===== config.mk =====
export PLATFORM = sky130hd
export DESIGN_NAME = date_text_to_packed_timestamp
export DESIGN_NICKNAME = d
export VERILOG_FILES = /design/src/sv/dtpt_pkg.sv /design/src/sv/date_text_to_packed_timestamp.sv
export VERILOG_INCLUDE_DIRS = /design/src /design/src/sv
export SDC_FILE = /design/constraint.sdc
export NUM_CORES = 1
export LEC_CHECK = 0
export BUFFER_PORTS_ARGS = -buffer_cell sky130_fd_sc_hd__buf_2
export CAP_MARGIN = 20
export CORE_ASPECT_RATIO = 0.5
export CORE_MARGIN = 5
export CORE_UTILIZATION = 40
export DETAILED_ROUTE_END_ITERATION = 8
export PLACE_DENSITY = 0.52
export RECOVER_POWER = 25
export SYNTH_ARGS = -nofsm -noshare
export SYNTH_HDL_FRONTEND = slang
export SYNTH_SLANG_ARGS = --single-unit

===== constraint.sdc =====
create_clock -name clk_i -period 13.1 [get_ports clk_i]
set_input_delay 0.655 -clock clk_i [delete_from_list [all_inputs] [get_ports clk_i]]
set_output_delay 0.655 -clock clk_i [all_outputs]
set_load 0.01 [all_outputs]

===== src/sv/date_text_to_packed_timestamp_defines.svh =====
// Assertion helpers for the date text parser.
`ifndef DATE_TEXT_TO_PACKED_TIMESTAMP_DEFINES_SVH
`define DATE_TEXT_TO_PACKED_TIMESTAMP_DEFINES_SVH

// Same-cycle implication, sampled on clk_i, off while rst_ni is low.
`define DTPT_ASSERT_NOW(label, ante, cons, msg) \
  label: assert property (@(posedge clk_i) disable iff (!rst_ni) (ante) |-> (cons)) \
    else $error(msg);

// Next-cycle implication, sampled on clk_i, off while rst_ni is low.
`define DTPT_ASSERT_NEXT(label, ante, cons, msg) \
  label: assert property (@(posedge clk_i) disable iff (!rst_ni) (ante) |=> (cons)) \
    else $error(msg);

`endif


===== src/sv/dtpt_pkg.sv =====
package dtpt_pkg;

  localparam int unsigned NumMonths = 12;

  // Month codes, three upper-case letters each; July is spelled JLY.
  localparam logic [23:0] MonthCodes [NumMonths] = '{
    "JAN", "FEB", "MAR", "APR", "MAY", "JUN",
    "JLY", "AUG", "SEP", "OCT", "NOV", "DEC"
  };

  // Characters
  localparam logic [7:0] ChNul   = 8'h00;
  localparam logic [7:0] ChTab   = 8'h09;
  localparam logic [7:0] ChCr    = 8'h0D;
  localparam logic [7:0] ChSpace = 8'h20;
  localparam logic [7:0] ChSlash = 8'h2F;
  localparam logic [7:0] ChZero  = 8'h30;
  localparam logic [7:0] ChNine  = 8'h39;
  localparam logic [7:0] ChColon = 8'h3A;
  localparam logic [7:0] ChUpA   = 8'h41;
  localparam logic [7:0] ChUpZ   = 8'h5A;
  localparam logic [7:0] ChLoA   = 8'h61;
  localparam logic [7:0] ChLoZ   = 8'h7A;
  localparam logic [7:0] CaseGap = 8'h20;

  // Number accumulator ceiling
  localparam logic [30:0] NumMax = 31'h7FFF_FFFF;

  // Eight-digit yyyymmdd window
  localparam logic [30:0] EightLow  = 31'd19000000;
  localparam logic [30:0] EightHigh = 31'd21000000;

  // Two-digit year windowing
  localparam logic [30:0] WinOldLow  = 31'd60;
  localparam logic [30:0] WinOldHigh = 31'd99;
  localparam logic [30:0] WinNewHigh = 31'd20;
  localparam logic [31:0] Century19  = 32'd1900;
  localparam logic [31:0] Century20  = 32'd2000;
  localparam logic [31:0] DosEpoch   = 32'd1980;

  // Months (zero based) that take one off the hour
  localparam logic [31:0] DstFirst = 32'd5;
  localparam logic [31:0] DstLast  = 32'd8;

  // Bits of the found mask
  localparam int unsigned BitSec   = 0;
  localparam int unsigned BitMin   = 1;
  localparam int unsigned BitHour  = 2;
  localparam int unsigned BitDay   = 3;
  localparam int unsigned BitMonth = 4;
  localparam int unsigned BitYear  = 5;

  function automatic logic is_space(input logic [7:0] c);
    return (c == ChSpace) || (c inside {[ChTab:ChCr]});
  endfunction

  function automatic logic is_alpha(input logic [7:0] c);
    return (c inside {[ChUpA:ChUpZ]}) || (c inside {[ChLoA:ChLoZ]});
  endfunction

  function automatic logic is_digit(input logic [7:0] c);
    return c inside {[ChZero:ChNine]};
  endfunction

  function automatic logic [7:0] to_upper(input logic [7:0] c);
    return (c inside {[ChLoA:ChLoZ]}) ? c - CaseGap : c;
  endfunction

  // Quotient by 100 for values below 1000: multiply by 41/4096.
  function automatic logic [3:0] div100(input logic [9:0] x);
    logic [15:0] p;
    p = {6'b0, x} * 16'd41;
    return p[15:12];
  endfunction

endpackage


===== src/sv/date_text_to_packed_timestamp.sv =====
// End of string: the input, field-capture and output registers form the path.
// Throughput: one byte per cycle unless an end byte stalls for the capture stage;
// a result may wait in the output register while bytes keep flowing.
// Reset: rst_ni clears the parser state and all valid flags asynchronously.
`include "date_text_to_packed_timestamp_defines.svh"

module date_text_to_packed_timestamp (
  input  logic        clk_i,
  input  logic        rst_ni,
  input  logic        in_valid_i,
  output logic        in_stall_o,
  input  logic [7:0]  text_byte_i,
  input  logic        is_end_i,
  output logic        out_valid_o,
  input  logic        out_stall_i,
  output logic [31:0] packed_time_o,
  output logic [5:0]  fields_found_o
);

  import dtpt_pkg::*;

  typedef enum logic [1:0] {
    PH_BETWEEN = 2'd0,
    PH_LETTERS = 2'd1,
    PH_DIGITS  = 2'd2
  } phase_e;

  typedef struct packed {
    logic [31:0] year;
    logic [31:0] month;
    logic [30:0] day;
    logic [30:0] hour;
    logic [30:0] minute;
    logic [30:0] second;
    logic [5:0]  found;
  } fields_t;

  // Handshake
  logic in_vq, pk_vq, out_vq;
  logic out_rdy, pk_rdy, in_go, in_rdy;

  // Input register
  logic [7:0] in_byte_q;
  logic       in_end_q;

  // Parser state
  phase_e      phase_q;
  logic [7:0]  let_q [3];
  logic [1:0]  let_cnt_q;
  logic [30:0] num_q;
  logic [6:0]  lo_q, hi_q;
  logic [11:0] yq_q;
  logic [7:0]  sep_q;
  fields_t     fld_q;

  // Capture and output registers
  fields_t     pk_q;
  logic [31:0] packed_q;
  logic [5:0]  found_q;

  assign out_rdy = !out_vq || !out_stall_i;
  assign pk_rdy  = !pk_vq || out_rdy;
  assign in_go   = in_vq && (!in_end_q || pk_rdy);
  assign in_rdy  = !in_vq || in_go;

  assign in_stall_o     = !in_rdy;
  assign out_valid_o    = out_vq;
  assign packed_time_o  = packed_q;
  assign fields_found_o = found_q;

  always_ff @(posedge clk_i or negedge rst_ni) begin
    if (!rst_ni) begin
      in_vq <= 1'b0;
    end else if (in_rdy) begin
      in_vq <= in_valid_i;
    end
  end

  always_ff @(posedge clk_i) begin
    if (in_rdy && in_valid_i) begin
      in_byte_q <= text_byte_i;
      in_end_q  <= is_end_i || (text_byte_i == ChNul);
    end
  end

  // Byte classes and arithmetic for the current byte
  logic [7:0]  ender;
  logic        c_alpha, c_digit, c_space;
  logic [3:0]  digit;
  logic [34:0] prod;
  logic [30:0] num_acc;
  logic [9:0]  t1, t2, r1, r2;
  logic [3:0]  c1, c2;
  logic [6:0]  lo_n, hi_n;
  logic [11:0] yq_n;
  logic        mhit;
  logic [3:0]  midx;
  logic        do_let, do_num, eight, slash_form;
  logic [31:0] yv;
  fields_t     fin;

  assign ender   = in_end_q ? ChNul : in_byte_q;
  assign c_alpha = is_alpha(in_byte_q);
  assign c_digit = is_digit(in_byte_q);
  assign c_space = is_space(in_byte_q);
  assign digit   = in_byte_q[3:0];

  // Saturating times-ten accumulate
  assign prod    = ({4'b0, num_q} << 3) + ({4'b0, num_q} << 1) + {31'b0, digit};
  assign num_acc = (prod > {4'b0, NumMax}) ? NumMax : prod[30:0];

  // Track the value split as yyyy | mm | dd alongside the accumulator
  assign t1   = {3'b0, lo_q} * 10'd10 + {6'b0, digit};
  assign c1   = div100(t1);
  assign r1   = t1 - {6'b0, c1} * 10'd100;
  assign lo_n = r1[6:0];
  assign t2   = {3'b0, hi_q} * 10'd10 + {6'b0, c1};
  assign c2   = div100(t2);
  assign r2   = t2 - {6'b0, c2} * 10'd100;
  assign hi_n = r2[6:0];
  assign yq_n = yq_q * 12'd10 + {8'b0, c2};

  always_comb begin
    mhit = 1'b0;
    midx = '0;
    for (int m = 0; m < NumMonths; m++) begin
      if (!mhit && {to_upper(let_q[0]), to_upper(let_q[1]), to_upper(let_q[2])}
                   == MonthCodes[m]) begin
        mhit = 1'b1;
        midx = 4'(m);
      end
    end
  end

  assign do_let = (phase_q == PH_LETTERS) && (in_end_q || !c_alpha);
  assign do_num = (phase_q == PH_DIGITS) && (in_end_q || !c_digit);
  assign eight  = (fld_q.found == '0)
                  && (ender == ChSlash || ender == ChNul || ender == ChColon)
                  && (num_q >= EightLow) && (num_q <= EightHigh);
  assign slash_form = (ender == ChSlash) || (ender == ChNul && sep_q == ChSlash);

  always_comb begin
    if (num_q >= WinOldLow && num_q <= WinOldHigh) begin
      yv = {1'b0, num_q} + Century19;
    end else if (num_q <= WinNewHigh) begin
      yv = {1'b0, num_q} + Century20;
    end else begin
      yv = {1'b0, num_q};
    end
  end

  // Field values after the token ending at this byte is finished
  always_comb begin
    fin = fld_q;
    if (do_let) begin
      if (let_cnt_q == 2'd3 && mhit) begin
        fin.found[BitMonth] = 1'b1;
        fin.month           = {28'b0, midx};
      end
    end else if (do_num) begin
      if (eight) begin
        fin.found[BitYear]  = 1'b1;
        fin.found[BitMonth] = 1'b1;
        fin.found[BitDay]   = 1'b1;
        fin.year            = {20'b0, yq_q} - DosEpoch;
        fin.month           = {25'b0, hi_q} - 32'd1;
        fin.day             = {24'b0, lo_q};
      end else if (slash_form) begin
        if (fld_q.found == '0) begin
          fin.found[BitYear] = 1'b1;
          fin.year           = yv - DosEpoch;
        end else if (!fld_q.found[BitMonth]) begin
          fin.found[BitMonth] = 1'b1;
          fin.month           = {1'b0, num_q} - 32'd1;
        end else if (!fld_q.found[BitDay]) begin
          fin.found[BitDay] = 1'b1;
          fin.day           = num_q;
        end
      end else if (ender == ChColon) begin
        if (!fld_q.found[BitDay]) begin
          fin.found[BitDay] = 1'b1;
          fin.day           = num_q;
        end else if (!fld_q.found[BitHour]) begin
          fin.found[BitHour] = 1'b1;
          fin.hour           = num_q;
        end else if (!fld_q.found[BitMin]) begin
          fin.found[BitMin] = 1'b1;
          fin.minute        = num_q;
        end else begin
          fin.found[BitSec] = 1'b1;
          fin.second        = num_q;
        end
      end
    end
  end

  always_ff @(posedge clk_i or negedge rst_ni) begin
    if (!rst_ni) begin
      phase_q   <= PH_BETWEEN;
      let_q[0]  <= '0;
      let_q[1]  <= '0;
      let_q[2]  <= '0;
      let_cnt_q <= '0;
      num_q     <= '0;
      lo_q      <= '0;
      hi_q      <= '0;
      yq_q      <= '0;
      sep_q     <= '0;
      fld_q     <= '0;
    end else if (in_go) begin
      if (in_end_q) begin
        // Result leaves through the capture register; start a fresh string
        phase_q   <= PH_BETWEEN;
        let_q[0]  <= '0;
        let_q[1]  <= '0;
        let_q[2]  <= '0;
        let_cnt_q <= '0;
        num_q     <= '0;
        lo_q      <= '0;
        hi_q      <= '0;
        yq_q      <= '0;
        sep_q     <= '0;
        fld_q     <= '0;
      end else begin
        case (phase_q)
          PH_LETTERS: begin
            if (c_alpha) begin
              if (let_cnt_q != 2'd3) begin
                let_q[let_cnt_q] <= in_byte_q;
                let_cnt_q        <= let_cnt_q + 2'd1;
              end
            end else begin
              fld_q   <= fin;
              sep_q   <= in_byte_q;
              phase_q <= PH_BETWEEN;
            end
          end
          PH_DIGITS: begin
            if (c_digit) begin
              num_q <= num_acc;
              lo_q  <= lo_n;
              hi_q  <= hi_n;
              yq_q  <= yq_n;
            end else begin
              fld_q   <= fin;
              sep_q   <= in_byte_q;
              phase_q <= PH_BETWEEN;
            end
          end
          default: begin
            if (c_space) begin
              phase_q <= PH_BETWEEN;
            end else if (c_alpha) begin
              phase_q   <= PH_LETTERS;
              let_q[0]  <= in_byte_q;
              let_cnt_q <= 2'd1;
            end else if (c_digit) begin
              phase_q <= PH_DIGITS;
              num_q   <= {27'b0, digit};
              lo_q    <= {3'b0, digit};
              hi_q    <= '0;
              yq_q    <= '0;
            end else begin
              // Stray byte: take it as the separator
              sep_q   <= in_byte_q;
              phase_q <= PH_BETWEEN;
            end
          end
        endcase
      end
    end
  end

  // Capture stage
  always_ff @(posedge clk_i or negedge rst_ni) begin
    if (!rst_ni) begin
      pk_vq <= 1'b0;
    end else if (pk_rdy) begin
      pk_vq <= in_go && in_end_q;
    end
  end

  always_ff @(posedge clk_i) begin
    if (pk_rdy && in_go && in_end_q) begin
      pk_q <= fin;
    end
  end

  // Packing
  logic        dst;
  logic [31:0] date_w, time_w, packed_d;

  assign dst      = (pk_q.month >= DstFirst) && (pk_q.month <= DstLast);
  assign date_w   = (pk_q.year << 9) + ((pk_q.month + 32'd1) << 5) + {1'b0, pk_q.day};
  assign time_w   = (({1'b0, pk_q.hour} - {31'b0, dst}) << 11)
                    + ({1'b0, pk_q.minute} << 5) + {2'b0, pk_q.second[30:1]};
  assign packed_d = (date_w << 16) + time_w;

  always_ff @(posedge clk_i or negedge rst_ni) begin
    if (!rst_ni) begin
      out_vq <= 1'b0;
    end else if (out_rdy) begin
      out_vq <= pk_vq;
    end
  end

  always_ff @(posedge clk_i) begin
    if (out_rdy && pk_vq) begin
      packed_q <= packed_d;
      found_q  <= pk_q.found;
    end
  end

  `DTPT_ASSERT_NOW(a_letters_count, phase_q == PH_LETTERS, let_cnt_q != 2'd0,
                   "letter token with no letters stored")
  `DTPT_ASSERT_NEXT(a_end_clears, in_go && in_end_q,
                    phase_q == PH_BETWEEN && fld_q.found == 6'd0,
                    "parser state not cleared after end of string")
  `DTPT_ASSERT_NEXT(a_capture_moves, pk_vq && out_rdy, out_vq,
                    "captured fields did not reach the output register")

endmodule


# After elaboration in Yosys (flattened, before gate mapping)
# Index checks and enable logic that the tools add are counted.
# Widths: inputs -> output; s select.
word_totals:
  reg_bits: 477
  inputBits: 13
  output_inout_bits: 40
  elab_cells: 322
op_classes:
  n_addsub: 24
  n_mul: 7
  order_cmp: 24
  eq_ne: 32
  n_mux: 123
  bitwise: 1
  n_reduce_logical: 80
ops:
  columns: ["op", "count"]
  rows:
  - ["$mux 194", 4]
  - ["$pmux 194 s2", 1]
  - ["$mux 31", 12]
  - ["$eq 24x23->1 const B", 12]
  - ["$mux 93", 3]
  - ["$mux 32", 7]
  - ["$mux 125", 1]
  - ["$mux 124", 1]
  - ["$mux 8", 12]
  - ["$mux 95", 1]
  - ["$mux 24", 3]
  - ["$mux 7", 10]
  - ["$add 31x11->32 const B", 2]
  - ["$add 32x32->32", 2]
  - ["$mux 64", 1]
  - ["$mux 63", 1]
  - ["$mux 62", 1]
  - ["$pmux 31 s2", 1]
  - ["$mux 12", 5]
  - ["$mux 4", 12]
  - ["$ge 8x7->1 const B", 5]
  - ["$le 8x7->1 const B", 5]
  - ["$add 34x32->35", 1]
  - ["$add 35x4->35", 1]
  - ["59 further kinds", 187]

# Logic depth before layout (Yosys ltp)
depth:
  depth_word: 44
  ltp_mapped: 48
  depth_no_buf: 48

# Worst setup path before layout
# OpenSTA, ideal clock, no wires.
synth_timing:
  path_kind: "register to register"
  startpoint: "register lo_q[1]"
  endpoint: "register hi_q[6]"
  setup_ns: 0.121
  t_arrival_ns: 10.319
  t_required_ns: 12.979
  slack_ns: 2.660
  stages_incl_launch_ff: 47
  n_path_buf: 0
  period_less_slack_ns: 10.440
  cell_sequence: "dfrtp_1 ha_1 ha_1 fa_1 xor2_1 and4b_1 xnor3_1 fa_1 inv_1 ha_1 ha_1 or3_1 a21oi_1 nor2_1 a21o_1 nor2_1 xnor2_1 ha_1 [... 11 more ...] ha_1 nand4_1 nor2_1 o311ai_0 or3_1 or4_1 o2111ai_2 a2111o_1 xor2_1 ha_1 inv_1 fa_1 a21o_1 a21oi_1 xor2_1 xnor3_1 xnor2_1 a22o_1"
synth_between:
  elab_chain_len: 10
synth_rtl:
  columns: ["element", "line", "rtl"]
  rows:
  - ["from (decl)", "date_text_to_packed_timestamp.sv:51", "logic [6:0] lo_q, hi_q;"]
  - ["from (signal assigned)", "date_text_to_packed_timestamp.sv:241", "lo_q <= lo_n;"]
  - ["from (signal assigned)", "date_text_to_packed_timestamp.sv:260", "lo_q <= {3'b0, digit};"]
  - ["$mul 7x3->9 *", "date_text_to_packed_timestamp.sv:113", "assign t1 = {3'b0, lo_q} * 10'd10 + {6'b0, digit};"]
  - ["$add 10x4->10 *", "date_text_to_packed_timestamp.sv:113", null]
  - ["$mul 10x6->16 *", "dtpt_pkg.sv:72", "p = {6'b0, x} * 16'd41;"]
  - ["$add 10x4->10 *", "date_text_to_packed_timestamp.sv:117", "assign t2 = {3'b0, hi_q} * 10'd10 + {6'b0, c1};"]
  - ["$mul 10x6->16", "dtpt_pkg.sv:72", null]
  - ["$mul 4x5->5", "date_text_to_packed_timestamp.sv:119", "assign r2 = t2 - {6'b0, c2} * 10'd100;"]
  - ["$sub 7x7->7 *", "date_text_to_packed_timestamp.sv:119", null]
  - ["$mux 7 *", "date_text_to_packed_timestamp.sv:239", "if (c_digit) begin"]
  - ["$pmux 7 s2 *", "date_text_to_packed_timestamp.sv:225", "case (phase_q)"]
  - ["$mux 7 *", "date_text_to_packed_timestamp.sv:211", "if (in_end_q) begin"]
  - ["to (signal assigned)", "date_text_to_packed_timestamp.sv:242", "hi_q <= hi_n;"]
  - ["to (decl)", "date_text_to_packed_timestamp.sv:51", null]
# Mark *: on every way between the ends. The rest lies on a longest branch, timed or not. The select of a mux whose other input is x is not followed.
# A chain may end at the register's enable or synchronous reset.

# Worst setup path in the final report
# Ends and elaborated chain as after synthesis.

==> out/summary.log <==
[setup_path] worst-path cell with the longest stage delay sky130_fd_sc_hd__fa_1
[route] routed via count 21315
[cells_and_area] layout cells sized above 1 7.36%
[grt] most used routing layer met1
[clock_tree] TritonCTS sink count 416
[clock_tree] clock latency on the worst-skew pair 0.60 ns
[setup_path] Crit. End Element register
[setup_path] Crit path buffers/inverters 6
[synth] sequential element share of the synthesized area 40.6%
[grt] met1 Track Usage GR 31.3%
[timing] highest clock rate 85.1 MHz
[grt] largest net degree at the start of global routing 129
[floorplanning] core region area 69100 sq um
[floorplanning] cell row count 68
[setup_path] crit path DAT 12.23 ns
[timing] slew of the pin with the lowest slew margin 3.71 ns
[placement] post-detailed-placement half-perimeter wirelength 53600 microns
[synth] net count of the mapped netlist 3190
[grt] total routing usage reported by global routing 20.6%
[synth] most instantiated flip-flop cell in the synthesis netlist sky130_fd_sc_hd__dfrtp_1
[placement] routability cong. 0.845
[floorplanning] chip height 197 microns
[clock_tree] root buffer cell sky130_fd_sc_hd__clkbuf_16
[power_and_ir_drop] worst vdd ir 90.9 uV
[outcome] violations in the final reports capacitance limit, slew limit
[floorplanning] Die Outline Area 75600 sq um
[timing] Final Cycle Share 89.7%
[route] Vias/cell 5.55
[placement] number of port buffers 52
[power_and_ir_drop] cell internal power dissipation 2.70 mW
[synth] Post-synth ARST share 55.3%
[setup_path] kind of cell adding the most delay to the critical path adder cells
[timing] time the final worst path needs with I/O delays and setup 11.75 ns
[timing] total count of max-transition violations in the final report 297
[route] total wirelength of the detailed-routed design 77900 microns
[clock_tree] CTS H-tree lvls 2
[route] average wire per cell in the routed design 20.3 microns
[timing] Max-slew headroom -147%
[grt] antenna violations before repair 1
[route] post-route ant nets 0
[setup_path] Worst Path Class, Setup reg2reg
[grt] vias in the first global route 20887
[worst_hold_path] Worst Hold Launch text_byte_i[4]
[cells_and_area] n_diodes 0
[power_and_ir_drop] Sw Pwr 1.25 mW
[cells_and_area] number of nets in the layout 3176
[grt] met3 global-route usage 3.03%
[power_and_ir_drop] sequential cell fraction of total power 40.8%
[setup_path] delay of the slowest cell on the worst path 0.58 ns
[cells_and_area] Layout fillers 6749
[synth] fraction of post-synthesis cell area in the top cell type by area 20.6%
[route] final routed DRC violation total 0
[setup_path] cell occurring most often along the worst timing path sky130_fd_sc_hd__ha_1
[cells_and_area] register area 11300 sq um
[power_and_ir_drop] Pwr per Cell Area 129 nW/um^2
[outcome] run status complete, but fails checks
[synth] number of storage elements in the synthesis netlist 416
[timing] accumulated negative setup slack 0 ns
[timing] Max Clock Skew 0.0251 ns
[synth] post-synthesis instance area 28000 sq um
[route] first-pass iteration count of the detailed router 5
[worst_hold_path] class of the most critical hold timing path in2reg
[grt] global routing met2 resource utilization 31.1%
[floorplanning] Initial Utilization 40.5%
[synth] Synth Warn # 0
[synth] largest cells by area after synthesis sky130_fd_sc_hd__dfrtp_1, sky130_fd_sc_hd__edfxtp_1, sky130_fd_sc_hd__ha_1, sky130_fd_sc_hd__nand2_1, sky130_fd_sc_hd__fa_1
[setup_path] Req. time, crit path 13.57 ns
[synth] EDFF count, synth 186
[power_and_ir_drop] switching fraction of total power 31.6%
[clock_tree] number of buffers created by CTS 44
[cells_and_area] area growth from synthesis to final layout 9.53%
[timing] Hold Violations, Final 0
[power_and_ir_drop] PnR Total Power 3.95 mW
[setup_path] Crit Reg-Reg Startpoint lo_q[1]
[synth] syn_area_per_cell 9.74 sq um
[synth] ranking of synthesized cells by instance count sky130_fd_sc_hd__nand2_1, sky130_fd_sc_hd__ha_1, sky130_fd_sc_hd__dfrtp_1
[timing] number of setup violations in the final report 0
[floorplanning] I/O Pins 53
[clock_tree] clock transition at the registers of the reported paths 0.07 ns
[run] Max Cap Viol 5
[synth] largest area contributor in the synthesized netlist sky130_fd_sc_hd__dfrtp_1
[cells_and_area] multi-input combinational cell area 15300 sq um
[clock_tree] post-cts gate resize count 0
[synth] count of mapped cells out of synthesis 2872
[power_and_ir_drop] Static Leak 13.6 nW
[setup_path] peak fanout along the critical path 5
[clock_tree] Max clock buf depth 3
[clock_tree] CTS tree yes
[floorplanning] Chip Width 384 microns
[grt] global-route wire length before repair 124000 microns
[synth] most used standard cell by instance count after synthesis sky130_fd_sc_hd__nand2_1
[power_and_ir_drop] Comb power frac 25.7%
[grt] overflow left after global routing 0
[synth] number of distinct standard cells referenced by the synthesized netlist 87
[setup_path] startpoint of the most critical setup path lo_q[1]
[timing] unrepaired setup endpoints after global routing no
[power_and_ir_drop] part of the total power dissipated in the clock network 33.6%
[route] DRC violation total after the first TritonRoute iteration 1623
[setup_path] kind of start point of the critical path register
==> logic make-up after synthesis <==
logic type	share of synthesized area (%)
muxes	2.72
DFF	40.6
AOI/OAI and AO/OA	17.9
buffers and inverters	4.95
adders and majority gates	15.2
xor gates and xnor gates	5.89
and+or+nand+nor	12.8
==> placed cells by master (no fill, tap or decap), types with 34 or more instances in the layout <==
cell type,netlist,routed
sky130_fd_sc_hd__xnor2_1,118,118
sky130_fd_sc_hd__ha_1,248,248
sky130_fd_sc_hd__edfxtp_1,186,186
sky130_fd_sc_hd__a31oi_1,34,34
sky130_fd_sc_hd__a21oi_1,171,171
sky130_fd_sc_hd__nor3_1,61,61
sky130_fd_sc_hd__a22o_1,35,35
sky130_fd_sc_hd__clkbuf_1,137,58
sky130_fd_sc_hd__clkbuf_16,0,45
sky130_fd_sc_hd__fa_1,57,57
sky130_fd_sc_hd__xor2_1,58,58
sky130_fd_sc_hd__mux2_2,63,63
sky130_fd_sc_hd__a21o_1,64,64
sky130_fd_sc_hd__nand3_1,46,45
sky130_fd_sc_hd__nand2_1,316,315
sky130_fd_sc_hd__buf_4,0,35
sky130_fd_sc_hd__o21ai_0,220,220
sky130_fd_sc_hd__nor2_1,126,124
sky130_fd_sc_hd__a22oi_1,106,106
sky130_fd_sc_hd__dfrtp_1,230,230
sky130_fd_sc_hd__inv_1,211,210
==> power groups by stage <==
| stage | sequential [mW] | combinational [mW] | clock, mW |
|---|---|---|---|
| 6_report | 1.61 | 1.01 | 1.32 |
| 5_1_grt | 1.62 | 1.16 | 1.41 |
| 4_1_cts | 1.60 | 1.03 | 1.36 |
| 3_5_place_dp | 1.63 | 1.03 | 0 |
| 3_3_place_gp | 1.63 | 1.02 | 0 |
| 2_1_floorplan | 1.61 | 0.759 | 0 |
==> stage by stage <==
stage	hold WS [ns]	worst slack, ns	cells	utilization, %	cell area (sq um)
3_5_place_dp	0.408	1.36	3756	42.3	29200
5_1_grt	0.241	0.567	3839	44.3	30600
2_1_floorplan	0.359	2.66	2872	-	28000
6_report	0.257	1.35	3839	44.3	30600
4_1_cts	0.226	1.33	3839	44.5	30700
3_3_place_gp	0.406	1.67	3756	42.3	29200
==> repair_timing <==
item	4_1_cts	5_1_grt
buffers inserted	0	0
hold endpoints to repair	5	0
hold buffers	1	0
==> layer usage <==
metal / vias to the layer above / share of wire, %
li1: 10290 / -
met1: 10459 / 50
met2: 476 / 42
met3: 90 / 5.2
met4: 0 / 1.9
met5: - / 0
==> state kept, by name (all words and copies together) (netlist names) <==
name	count
fields_found_o	6
fld_q	139
hi_q	7
in_byte_q	8
in_end_q	1
in_vq	1
let_cnt_q	2
let_q	24
lo_q	7
num_q	31
out_valid_o	1
packed_time_o	32
phase_q	2
pk_q	139
pk_vq	1
sep_q	8
yq_q	7
==> final cells by class <==
class | count | area share, %
tap | 945 | 3.86
clock buffer | 54 | 3.82
sequential | 416 | 37.0
inverter | 213 | 2.63
timing repair buffer | 93 | 1.66
multi-input combinational | 2090 | 50.0
clock inverter | 28 | 1.03
==> path summary, 6_finish.rpt <==
check / to / slack, ns / cells after the start
max: hi_q[6] / 1.35 / 46
min: in_byte_q[4] / 0.26 / 1
max reg2reg: hi_q[6] / 1.35 / 46
min reg2reg: fields_found_o[0] / 0.42 / 0
max in group asynchronous: fld_q[48] / 6.38 / 3
min in group asynchronous: let_q[8] / 1.86 / 2
Note: power is estimated with default switching activity, not from simulation.
